<file path="src/sv/lfr_pkg.sv">
package lfr_pkg;

  // default window depth, the longest pattern
  localparam int MAX_PATTERN_DEF = 16;

  // replacement register holds up to sixteen bytes
  localparam int REG_BYTES = 16;

  // configuration register indexes
  localparam logic [2:0] REG_PAT_LO  = 3'd0;
  localparam logic [2:0] REG_PAT_HI  = 3'd1;
  localparam logic [2:0] REG_REP_LO  = 3'd2;
  localparam logic [2:0] REG_REP_HI  = 3'd3;
  localparam logic [2:0] REG_PAT_LEN = 3'd4;
  localparam logic [2:0] REG_REP_LEN = 3'd5;
  localparam logic [2:0] REG_GLOBAL  = 3'd6;

  typedef enum logic [2:0] {
    ST_IDLE,
    ST_SCAN,
    ST_REPL,
    ST_FLUSH,
    ST_DONE
  } state_t;

  // where a new result beat comes from
  typedef enum logic [1:0] {
    SRC_FRONT,
    SRC_REPL,
    SRC_MARK
  } src_t;

  typedef struct packed {
    logic load_item;    // latch line end flag of accepted item
    logic append;       // write incoming byte into window
    logic shift;        // drop window front
    logic push;         // new result beat into hold stage
    src_t src;
    logic finish;       // move held beat out as the last one of the item
    logic repl_start;   // clear window, mark line as replaced
    logic idx_inc;      // next replacement byte
    logic clr_replaced; // line closed
  } cmd_t;

  typedef struct packed {
    logic push_ok;
    logic finish_ok;
    logic full;
    logic count_zero;
    logic emit_need;
    logic repl_hit;
    logic repl_more;
    logic line_end;
  } sts_t;

  // byte i of a 16 byte string split over two 64 bit words
  function automatic logic [7:0] byte_of(input logic [63:0] lo, input logic [63:0] hi,
                                         input logic [3:0] i);
    logic [63:0] w;
    w = i[3] ? hi : lo;
    return 8'(w >> {i[2:0], 3'b000});
  endfunction

endpackage

</file>
<file path="src/sv/lfr_ctrl.sv">
module lfr_ctrl (
  input  logic          clk,
  input  logic          rst_n,
  input  logic          in_valid,
  input  logic          in_byte_present,
  input  logic          in_line_end,
  output logic          in_stall,
  input  lfr_pkg::sts_t sts,
  output lfr_pkg::cmd_t cmd
);

  lfr_pkg::state_t state_r, state_nxt;
  logic            acc;

  // input taken only in idle; a full window must drop its front before taking the byte
  assign in_stall = (state_r != lfr_pkg::ST_IDLE) || (sts.full && !sts.push_ok);
  assign acc      = in_valid && !in_stall;

  // next state
  always_comb begin
    state_nxt = state_r;
    unique case (state_r)
      lfr_pkg::ST_IDLE: begin
        if (acc) begin
          if (in_byte_present)  state_nxt = lfr_pkg::ST_SCAN;
          else if (in_line_end) state_nxt = lfr_pkg::ST_FLUSH;
        end
      end
      lfr_pkg::ST_SCAN: begin
        if (!sts.emit_need) begin
          if (sts.repl_hit)       state_nxt = lfr_pkg::ST_REPL;
          else if (sts.line_end)  state_nxt = lfr_pkg::ST_FLUSH;
          else if (sts.finish_ok) state_nxt = lfr_pkg::ST_IDLE;
        end
      end
      lfr_pkg::ST_REPL: begin
        if (!sts.repl_more) begin
          if (sts.line_end)       state_nxt = lfr_pkg::ST_FLUSH;
          else if (sts.finish_ok) state_nxt = lfr_pkg::ST_IDLE;
        end
      end
      lfr_pkg::ST_FLUSH: begin
        if (sts.count_zero && sts.push_ok) state_nxt = lfr_pkg::ST_DONE;
      end
      lfr_pkg::ST_DONE: begin
        if (sts.finish_ok) state_nxt = lfr_pkg::ST_IDLE;
      end
      default: state_nxt = lfr_pkg::ST_IDLE;
    endcase
  end

  // commands
  always_comb begin
    cmd      = '0;
    cmd.src  = lfr_pkg::SRC_FRONT;
    unique case (state_r)
      lfr_pkg::ST_IDLE: begin
        if (acc) begin
          cmd.load_item = 1'b1;
          if (in_byte_present) begin
            cmd.append = 1'b1;
            if (sts.full) begin
              cmd.shift = 1'b1;
              cmd.push  = 1'b1;
            end
          end
        end
      end
      lfr_pkg::ST_SCAN: begin
        if (sts.emit_need) begin
          if (sts.push_ok) begin
            cmd.push  = 1'b1;
            cmd.shift = 1'b1;
          end
        end else if (sts.repl_hit) begin
          cmd.repl_start = 1'b1;
        end else if (!sts.line_end && sts.finish_ok) begin
          cmd.finish = 1'b1;
        end
      end
      lfr_pkg::ST_REPL: begin
        if (sts.repl_more) begin
          if (sts.push_ok) begin
            cmd.push    = 1'b1;
            cmd.src     = lfr_pkg::SRC_REPL;
            cmd.idx_inc = 1'b1;
          end
        end else if (!sts.line_end && sts.finish_ok) begin
          cmd.finish = 1'b1;
        end
      end
      lfr_pkg::ST_FLUSH: begin
        if (sts.push_ok) begin
          cmd.push = 1'b1;
          if (!sts.count_zero) begin
            cmd.shift = 1'b1;
          end else begin
            cmd.src          = lfr_pkg::SRC_MARK;
            cmd.clr_replaced = 1'b1;
          end
        end
      end
      lfr_pkg::ST_DONE: begin
        cmd.finish = sts.finish_ok;
      end
      default: ;
    endcase
  end

  always_ff @(posedge clk) begin
    if (!rst_n) state_r <= lfr_pkg::ST_IDLE;
    else        state_r <= state_nxt;
  end

endmodule

</file>
<file path="src/sv/lfr_dp.sv">
module lfr_dp #(
  parameter int MAX_PATTERN = lfr_pkg::MAX_PATTERN_DEF
) (
  input  logic          clk,
  input  logic          rst_n,
  // configuration
  input  logic          cfg_we,
  input  logic [2:0]    cfg_index,
  input  logic [63:0]   cfg_data,
  // incoming beat payload
  input  logic [7:0]    in_data_byte,
  input  logic          in_line_end,
  // result channel
  output logic          out_valid,
  input  logic          out_stall,
  output logic [7:0]    out_byte,
  output logic          out_out_valid,
  output logic          out_line_end,
  output logic          out_last,
  // controller link
  input  lfr_pkg::cmd_t cmd,
  output lfr_pkg::sts_t sts
);

  localparam int CW = $clog2(MAX_PATTERN + 1);

  // configuration registers
  logic [63:0] pat_lo_r, pat_hi_r, rep_lo_r, rep_hi_r;
  logic [4:0]  pat_len_r, rep_len_r;
  logic        global_r;

  // window and line state
  logic [MAX_PATTERN-1:0][7:0] win_r, win_nxt;
  logic [CW-1:0]               cnt_r, cnt_nxt;
  logic                        replaced_r, replaced_nxt;
  logic                        le_r, le_nxt;
  logic [4:0]                  idx_r, idx_nxt;

  // hold stage and output register
  logic       hold_v_r, hold_v_nxt;
  logic [7:0] hold_byte_r, hold_byte_nxt;
  logic       hold_bv_r, hold_bv_nxt;
  logic       hold_le_r, hold_le_nxt;
  logic       out_v_r, out_v_nxt;
  logic [7:0] out_byte_r, out_byte_nxt;
  logic       out_bv_r, out_bv_nxt;
  logic       out_le_r, out_le_nxt;
  logic       out_last_r, out_last_nxt;

  logic [4:0]       plen, rlen, cnt5;
  logic             en, prefix, out_free;
  logic [MAX_PATTERN-1:0] mism;
  logic [CW-1:0]    wpos;
  logic [7:0]       rep_byte;

  // effective lengths, clamped
  assign plen = (pat_len_r > 5'(MAX_PATTERN)) ? 5'(MAX_PATTERN) : pat_len_r;
  assign rlen = (rep_len_r > 5'(lfr_pkg::REG_BYTES)) ? 5'(lfr_pkg::REG_BYTES) : rep_len_r;
  assign cnt5 = 5'(cnt_r);
  assign en   = (plen != 5'd0) && !(replaced_r && !global_r);

  // pending bytes against the pattern, one comparator per entry
  always_comb begin
    for (int i = 0; i < MAX_PATTERN; i++) begin
      mism[i] = (5'(i) < cnt5) &&
                (win_r[i] != lfr_pkg::byte_of(pat_lo_r, pat_hi_r, 4'(i)));
    end
  end
  assign prefix = ~|mism;

  assign rep_byte = lfr_pkg::byte_of(rep_lo_r, rep_hi_r, idx_r[3:0]);
  assign out_free = !out_v_r || !out_stall;

  // status to controller
  always_comb begin
    sts.push_ok    = !hold_v_r || out_free;
    sts.finish_ok  = !hold_v_r || out_free;
    sts.full       = cnt5 >= 5'(MAX_PATTERN);
    sts.count_zero = cnt_r == '0;
    sts.emit_need  = (cnt_r != '0) && (!en || (cnt5 > plen) || !prefix);
    sts.repl_hit   = en && (cnt5 == plen);
    sts.repl_more  = idx_r < rlen;
    sts.line_end   = le_r;
  end

  // window, count and line flags
  always_comb begin
    win_nxt      = cmd.shift ? (win_r >> 8) : win_r;
    wpos         = cmd.shift ? cnt_r - CW'(1) : cnt_r;
    cnt_nxt      = cnt_r + CW'(cmd.append) - CW'(cmd.shift);
    replaced_nxt = replaced_r;
    le_nxt       = cmd.load_item ? in_line_end : le_r;
    idx_nxt      = cmd.idx_inc ? idx_r + 5'd1 : idx_r;
    if (cmd.append) begin
      for (int i = 0; i < MAX_PATTERN; i++) begin
        if (CW'(i) == wpos) win_nxt[i] = in_data_byte;
      end
    end
    if (cmd.repl_start) begin
      cnt_nxt      = '0;
      replaced_nxt = 1'b1;
      idx_nxt      = 5'd0;
    end
    if (cmd.clr_replaced) replaced_nxt = 1'b0;
  end

  // hold stage: one beat behind so the last flag is known when it leaves
  always_comb begin
    hold_v_nxt    = hold_v_r;
    hold_byte_nxt = hold_byte_r;
    hold_bv_nxt   = hold_bv_r;
    hold_le_nxt   = hold_le_r;
    out_v_nxt     = out_free ? 1'b0 : out_v_r;
    out_byte_nxt  = out_byte_r;
    out_bv_nxt    = out_bv_r;
    out_le_nxt    = out_le_r;
    out_last_nxt  = out_last_r;
    if ((cmd.push || cmd.finish) && hold_v_r) begin
      out_v_nxt    = 1'b1;
      out_byte_nxt = hold_byte_r;
      out_bv_nxt   = hold_bv_r;
      out_le_nxt   = hold_le_r;
      out_last_nxt = cmd.finish;
    end
    if (cmd.finish) hold_v_nxt = 1'b0;
    if (cmd.push) begin
      hold_v_nxt = 1'b1;
      case (cmd.src)
        lfr_pkg::SRC_REPL: begin
          hold_byte_nxt = rep_byte;
          hold_bv_nxt   = 1'b1;
          hold_le_nxt   = 1'b0;
        end
        lfr_pkg::SRC_MARK: begin
          hold_byte_nxt = 8'd0;
          hold_bv_nxt   = 1'b0;
          hold_le_nxt   = 1'b1;
        end
        default: begin
          hold_byte_nxt = win_r[0];
          hold_bv_nxt   = 1'b1;
          hold_le_nxt   = 1'b0;
        end
      endcase
    end
  end

  // configuration writes
  always_ff @(posedge clk) begin
    if (!rst_n) begin
      pat_lo_r  <= '0;
      pat_hi_r  <= '0;
      rep_lo_r  <= '0;
      rep_hi_r  <= '0;
      pat_len_r <= '0;
      rep_len_r <= '0;
      global_r  <= 1'b0;
    end else if (cfg_we) begin
      unique case (cfg_index)
        lfr_pkg::REG_PAT_LO:  pat_lo_r  <= cfg_data;
        lfr_pkg::REG_PAT_HI:  pat_hi_r  <= cfg_data;
        lfr_pkg::REG_REP_LO:  rep_lo_r  <= cfg_data;
        lfr_pkg::REG_REP_HI:  rep_hi_r  <= cfg_data;
        lfr_pkg::REG_PAT_LEN: pat_len_r <= cfg_data[4:0];
        lfr_pkg::REG_REP_LEN: rep_len_r <= cfg_data[4:0];
        lfr_pkg::REG_GLOBAL:  global_r  <= cfg_data[0];
        default: ;
      endcase
    end
  end

  // control state
  always_ff @(posedge clk) begin
    if (!rst_n) begin
      cnt_r      <= '0;
      replaced_r <= 1'b0;
      hold_v_r   <= 1'b0;
      out_v_r    <= 1'b0;
    end else begin
      cnt_r      <= cnt_nxt;
      replaced_r <= replaced_nxt;
      hold_v_r   <= hold_v_nxt;
      out_v_r    <= out_v_nxt;
    end
  end

  // payload
  always_ff @(posedge clk) begin
    win_r       <= win_nxt;
    le_r        <= le_nxt;
    idx_r       <= idx_nxt;
    hold_byte_r <= hold_byte_nxt;
    hold_bv_r   <= hold_bv_nxt;
    hold_le_r   <= hold_le_nxt;
    out_byte_r  <= out_byte_nxt;
    out_bv_r    <= out_bv_nxt;
    out_le_r    <= out_le_nxt;
    out_last_r  <= out_last_nxt;
  end

  assign out_valid     = out_v_r;
  assign out_byte      = out_byte_r;
  assign out_out_valid = out_bv_r;
  assign out_line_end  = out_le_r;
  assign out_last      = out_last_r;

endmodule

</file>
<file path="src/sv/literal_find_replace_stream.sv">
// Path: a result beat is registered in the hold stage and then in the output register; each
//   beat waits in the hold stage until the next beat or the close.
// Throughput: one item at a time; input stalls outside idle. A byte item passes idle and scan
//   with one push per result beat (a front byte pushed out of a full window goes out as it is
//   taken); a completed match adds replace, a line end adds flush and done. Output stalls hold it.
// Reset: synchronous, active low; clears pending count, replaced flag, hold/output valid, config.
module literal_find_replace_stream #(
  parameter int MAX_PATTERN = lfr_pkg::MAX_PATTERN_DEF
) (
  input  logic        clk,
  input  logic        rst_n,
  // configuration
  input  logic        cfg_we,
  input  logic [2:0]  cfg_index,
  input  logic [63:0] cfg_data,
  // input beats
  input  logic        in_valid,
  output logic        in_stall,
  input  logic [7:0]  in_data_byte,
  input  logic        in_byte_present,
  input  logic        in_line_end,
  // result beats; out_out_valid is the byte-carries-data field
  output logic        out_valid,
  input  logic        out_stall,
  output logic [7:0]  out_byte,
  output logic        out_out_valid,
  output logic        out_line_end,
  output logic        out_last
);

  lfr_pkg::cmd_t cmd;
  lfr_pkg::sts_t sts;

  lfr_ctrl u_ctrl (
    .clk             (clk),
    .rst_n           (rst_n),
    .in_valid        (in_valid),
    .in_byte_present (in_byte_present),
    .in_line_end     (in_line_end),
    .in_stall        (in_stall),
    .sts             (sts),
    .cmd             (cmd)
  );

  lfr_dp #(
    .MAX_PATTERN (MAX_PATTERN)
  ) u_dp (
    .clk           (clk),
    .rst_n         (rst_n),
    .cfg_we        (cfg_we),
    .cfg_index     (cfg_index),
    .cfg_data      (cfg_data),
    .in_data_byte  (in_data_byte),
    .in_line_end   (in_line_end),
    .out_valid     (out_valid),
    .out_stall     (out_stall),
    .out_byte      (out_byte),
    .out_out_valid (out_out_valid),
    .out_line_end  (out_line_end),
    .out_last      (out_last),
    .cmd           (cmd),
    .sts           (sts)
  );

endmodule

</file>
<file path="config.mk">
export PLATFORM = sky130hd
export DESIGN_NAME = literal_find_replace_stream
export DESIGN_NICKNAME = d
export VERILOG_FILES = /design/src/sv/lfr_pkg.sv /design/src/sv/lfr_ctrl.sv /design/src/sv/lfr_dp.sv /design/src/sv/literal_find_replace_stream.sv
export SDC_FILE = /design/constraint.sdc
export NUM_CORES = 1
export LEC_CHECK = 0
export BUFFER_PORTS_ARGS = -buffer_cell sky130_fd_sc_hd__buf_2
export CAP_MARGIN = 40
export CORE_ASPECT_RATIO = 0.8
export CORE_MARGIN = 2
export CORE_UTILIZATION = 45
export DETAILED_ROUTE_END_ITERATION = 10
export GPL_TIMING_DRIVEN = 0
export PLACE_DENSITY = 0.65
export SYNTH_ARGS = -nofsm -noshare
export SYNTH_HDL_FRONTEND = slang
export SYNTH_SLANG_ARGS = --single-unit
</file>
<file path="constraint.sdc">
create_clock -name clk -period 4.72 [get_ports clk]
set_input_delay 0.708 -clock clk [delete_from_list [all_inputs] [get_ports clk]]
set_output_delay 0.708 -clock clk [all_outputs]
set_load 0.005 [all_outputs]
</file>
==> impl_metrics.env <==
export IMPL_postLayoutSetupSlackWorst_ps=186
export IMPL_total_power_mw=12.6
export IMPL_max_freq_mhz=221
export IMPL_io_buffer_count=91
export IMPL_cts_inserted_buffers=43
export IMPL_fp_dieArea_um2=47900
export IMPL_report_final_hold_viol_count=0
export IMPL_period_needed_ps=4530
export IMPL_clk_insertion_delay_late_ps=580
export IMPL_syn_area_um2=20700
export IMPL_die_width_um=244
export IMPL_detailedRoute_firstIterationViolations=1635
export IMPL_max_cap_violations=0
export IMPL_pin_count_of_the_biggest_net_entering_global_routing=20
export IMPL_run_status="finished, final reports clean"
export IMPL_setup_repair_after_global_routing_missed_its_margin="false"
export IMPL_initial_core_util_pct=45.5
export IMPL_power_leakage_nw=9.28
export IMPL_slew_headroom_pct=39.3
export IMPL_floorplan_io_pins=95
export IMPL_synth_yosys_warnings=0
export IMPL_setup_total_negative_slack_ps=0
export IMPL_groute_usage_overall_pct=27.3
export IMPL_areaGrowthSynthToFinish_pct=14.1
export IMPL_clock_sinks=433
export IMPL_drt_wirelength_per_cell_um=22.6
export IMPL_multiInputGateArea_um2=11200
export IMPL_cts_hold_buffers=0
export IMPL_clock_skew_final_ps=21.4
export IMPL_slew_violations=0
export IMPL_via_count_of_the_first_global_routing_pass=15700
export IMPL_power_per_cell_area_nw_per_um2=532
export IMPL_fillers=4181
export IMPL_final_layout_size_suffix_gt1_share_pct=22.5
export IMPL_seq_area_um2=8890
export IMPL_avgViaCountPerCell=5.66
export IMPL_startpoint_type="flop"
export IMPL_placement_setup_worst_slack_ps=-640
export IMPL_edff_count_synth=22
export IMPL_final_nets=2364
export IMPL_remaining_drc_errors=0
export IMPL_synth_avg_cell_area_um2=9.85
export IMPL_yosys_cell_types_count=75
export IMPL_final_design_area_no_fill_um2=23700
export IMPL_core_rows=70
export IMPL_layout_common_cells="557 x sky130_fd_sc_hd__nand2_1, 411 x sky130_fd_sc_hd__dfxtp_1, 260 x sky130_fd_sc_hd__a21boi_0"
export IMPL_placed_area_um2=22100
export IMPL_worst_ir_drop_vdd_mv=0.263
export IMPL_postRouteWirelength_um=65700
export IMPL_routed_via_count=16400
export IMPL_worst_endpoint_arrival_ps=4960
export IMPL_final_estimated_routing_congestion_in_global_placement=0.914
export IMPL_fp_coreArea_um2=45600
export IMPL_timing_final_setup_violations=0
export IMPL_drtPass1Iterations=6
export IMPL_synth_seq_area_share_pct=42.8
export IMPL_post_syn_instances=2107
export IMPL_cts_reportedPaths_clkPinSlew_ps=70
export IMPL_leading_cell_type_in_the_layout_fill_and_taps_excluded="sky130_fd_sc_hd__nand2_1"
export IMPL_worst_slew_pin_slew_ps=910
export IMPL_cts_htree_levels=2
export IMPL_most_used_flip_flop_cell_after_synthesis="sky130_fd_sc_hd__dfxtp_1"
export IMPL_criticalPathCategory="flop to flop"
export IMPL_worst_endpoint_required_ps=5150
export IMPL_grt_antenna_before_repair=3
export IMPL_ctsRootBufferMaster="sky130_fd_sc_hd__clkbuf_16"
export IMPL_fin_crit_sh_pct=96.1
export IMPL_final_util_pct=51.9
export IMPL_synth_seq_cells=433
export IMPL_die_height_um=196
export IMPL_hold_class="input port to flop"
export IMPL_critical_path_peak_fanout=19
export IMPL_asyncSetResetFlopFracSynth_pct=0
export IMPL_grt_pass1_wl_um=98600
export IMPL_clock_tree_from_tritoncts="built"
export IMPL_grt_ovfl_total=0
export IMPL_place_detailed_hpwl_um=49900
export IMPL_antenna_violating_nets_post_route=0
export IMPL_syn_num_nets=2217
export IMPL_critical_path_endpoint_type="flop"
export IMPL_cts_max_path_buffers=3
flip-flops by register name, summed over array words and instances (netlist names), 3 cells and up:
register	flops
u_dp.rep_hi_r	64
u_dp.idx_r	5
u_dp.rep_lo_r	64
u_ctrl.state_r	3
u_dp.out_byte	8
u_dp.win_r	128
u_dp.pat_hi_r	64
u_dp.pat_lo_r	64
u_dp.cnt5	5
u_dp.pat_len_r	5
u_dp.hold_byte_r	8
u_dp.rep_len_r	5
per-stage QoR:
| step | hold WS [ps] | cells |
|---|---|---|
| 2_1_floorplan | 400 | 2107 |
| 4_1_cts | 317 | 2900 |
| 6_report | 331 | 2905 |
| 3_3_place_gp | 402 | 2810 |
| 3_5_place_dp | 405 | 2821 |
| 5_1_grt | 325 | 2901 |
what timing repair did:
action / CTS / global route
setup buffers: 0 / 0
cloned: 0 / 0
setup endpoints to repair: 133 / 143
gates resized for setup: 2 / 10
cell type report:
class	count	area share [%]
clock inverters	21	1.08
inverters	26	0.428
repair buffers	103	2.41
clock buffers	59	5.41
multi-input cells	1515	47.3
diodes	4	0.0423
plain buffers	132	2.55
well taps	612	3.23
flip-flops and latches	433	37.5
metal layers:
| layer | up-vias | GRT usage [%] | share of wire [%] |
|---|---|---|---|
| met5 | - | 0 | 0 |
| met1 | 8143 | 39.9 | 46 |
| met4 | 0 | 6.39 | 2.2 |
| li1 | 7549 | - | - |
| met3 | 102 | 5.06 | 8.7 |
| met2 | 651 | 41.6 | 43 |
synth_stat cells (all sizes together) (3+ instances only):
cell type,count,area [um2]
nand2,557,2090
dfxtp,411,8230
a21boi,262,1970
mux2,248,2810
xor2,109,955
clkbuf,98,368
mux4,40,901
nor2,30,115
xnor2,30,270
ha,27,338
nor4,27,205
buf,26,139
inv,26,97.6
edfxtp,22,661
nor2b,19,119
o21ai,18,93.8
a21oi,16,91.3
mux2i,14,165
o211ai,11,123
nand4,10,62.6
nand3,9,45.0
a21o,8,60.1
dlygate4sd3,8,80.1
nor3,8,40.0
o2111ai,7,184
a221oi,5,43.8
and3,5,31.3
nor3b,5,37.5
and2,4,25.0
and4,3,28.8
nand2b,3,18.8
nand3b,3,22.5
o211a,3,30.0
o21a,3,22.5
or3,3,18.8
power breakdown:
part	switching, mW	total, mW	internal, mW
Combinational	2.39	4.28	1.89
Sequential	0.426	4.58	4.15
Clock	1.54	3.73	2.19
path summary, 6_finish.rpt:
check,from,to,slack (ps),cells after the start
worst min-delay path,in_line_end,u_dp.le_r$_DFFE_PP_,330,1
worst max-delay path,u_dp.cnt5[4]$_SDFF_PP0_,u_dp.cnt5[4]$_SDFF_PP0_,190,19
worst max register to register,u_dp.cnt5[4]$_SDFF_PP0_,u_dp.cnt5[4]$_SDFF_PP0_,190,19
worst min register to register,u_dp.hold_byte_r[6]$_DFFE_PP_,u_dp.out_byte[6]$_DFFE_PP_,420,0
logic make-up (layout without fill, tap and decap cells):
family	after synthesis	count (layout)	share of synthesized area [%]
mux	302	302	18.7
simple gates	694	694	14.1
compound gates	352	352	13.4
other cells	0	4	0
fa+ha+maj	28	28	1.72
flops	433	433	42.8
buf+inv	159	341	3.36
xor+xnor	139	139	5.90
worst max-delay path, stage by stage (launching register included):
cell and delay (ps):
sky130_fd_sc_hd__dfxtp_1 360, sky130_fd_sc_hd__inv_1 150, sky130_fd_sc_hd__buf_4 230, sky130_fd_sc_hd__ha_1 340, sky130_fd_sc_hd__buf_2 340, sky130_fd_sc_hd__a21oi_1 130, sky130_fd_sc_hd__o21ai_0 190, sky130_fd_sc_hd__and4_1 450
sky130_fd_sc_hd__a21bo_2 240, sky130_fd_sc_hd__o221ai_4 190, sky130_fd_sc_hd__buf_6 250, sky130_fd_sc_hd__ha_1 340, sky130_fd_sc_hd__nor2_1 80, sky130_fd_sc_hd__buf_6 180, sky130_fd_sc_hd__fa_1 440, sky130_fd_sc_hd__a21oi_1 140
sky130_fd_sc_hd__nor2_1 50, sky130_fd_sc_hd__nor2_1 110, sky130_fd_sc_hd__xnor2_1 130, sky130_fd_sc_hd__nor3b_1 60
Note: power is estimated with default switching activity, not from simulation.
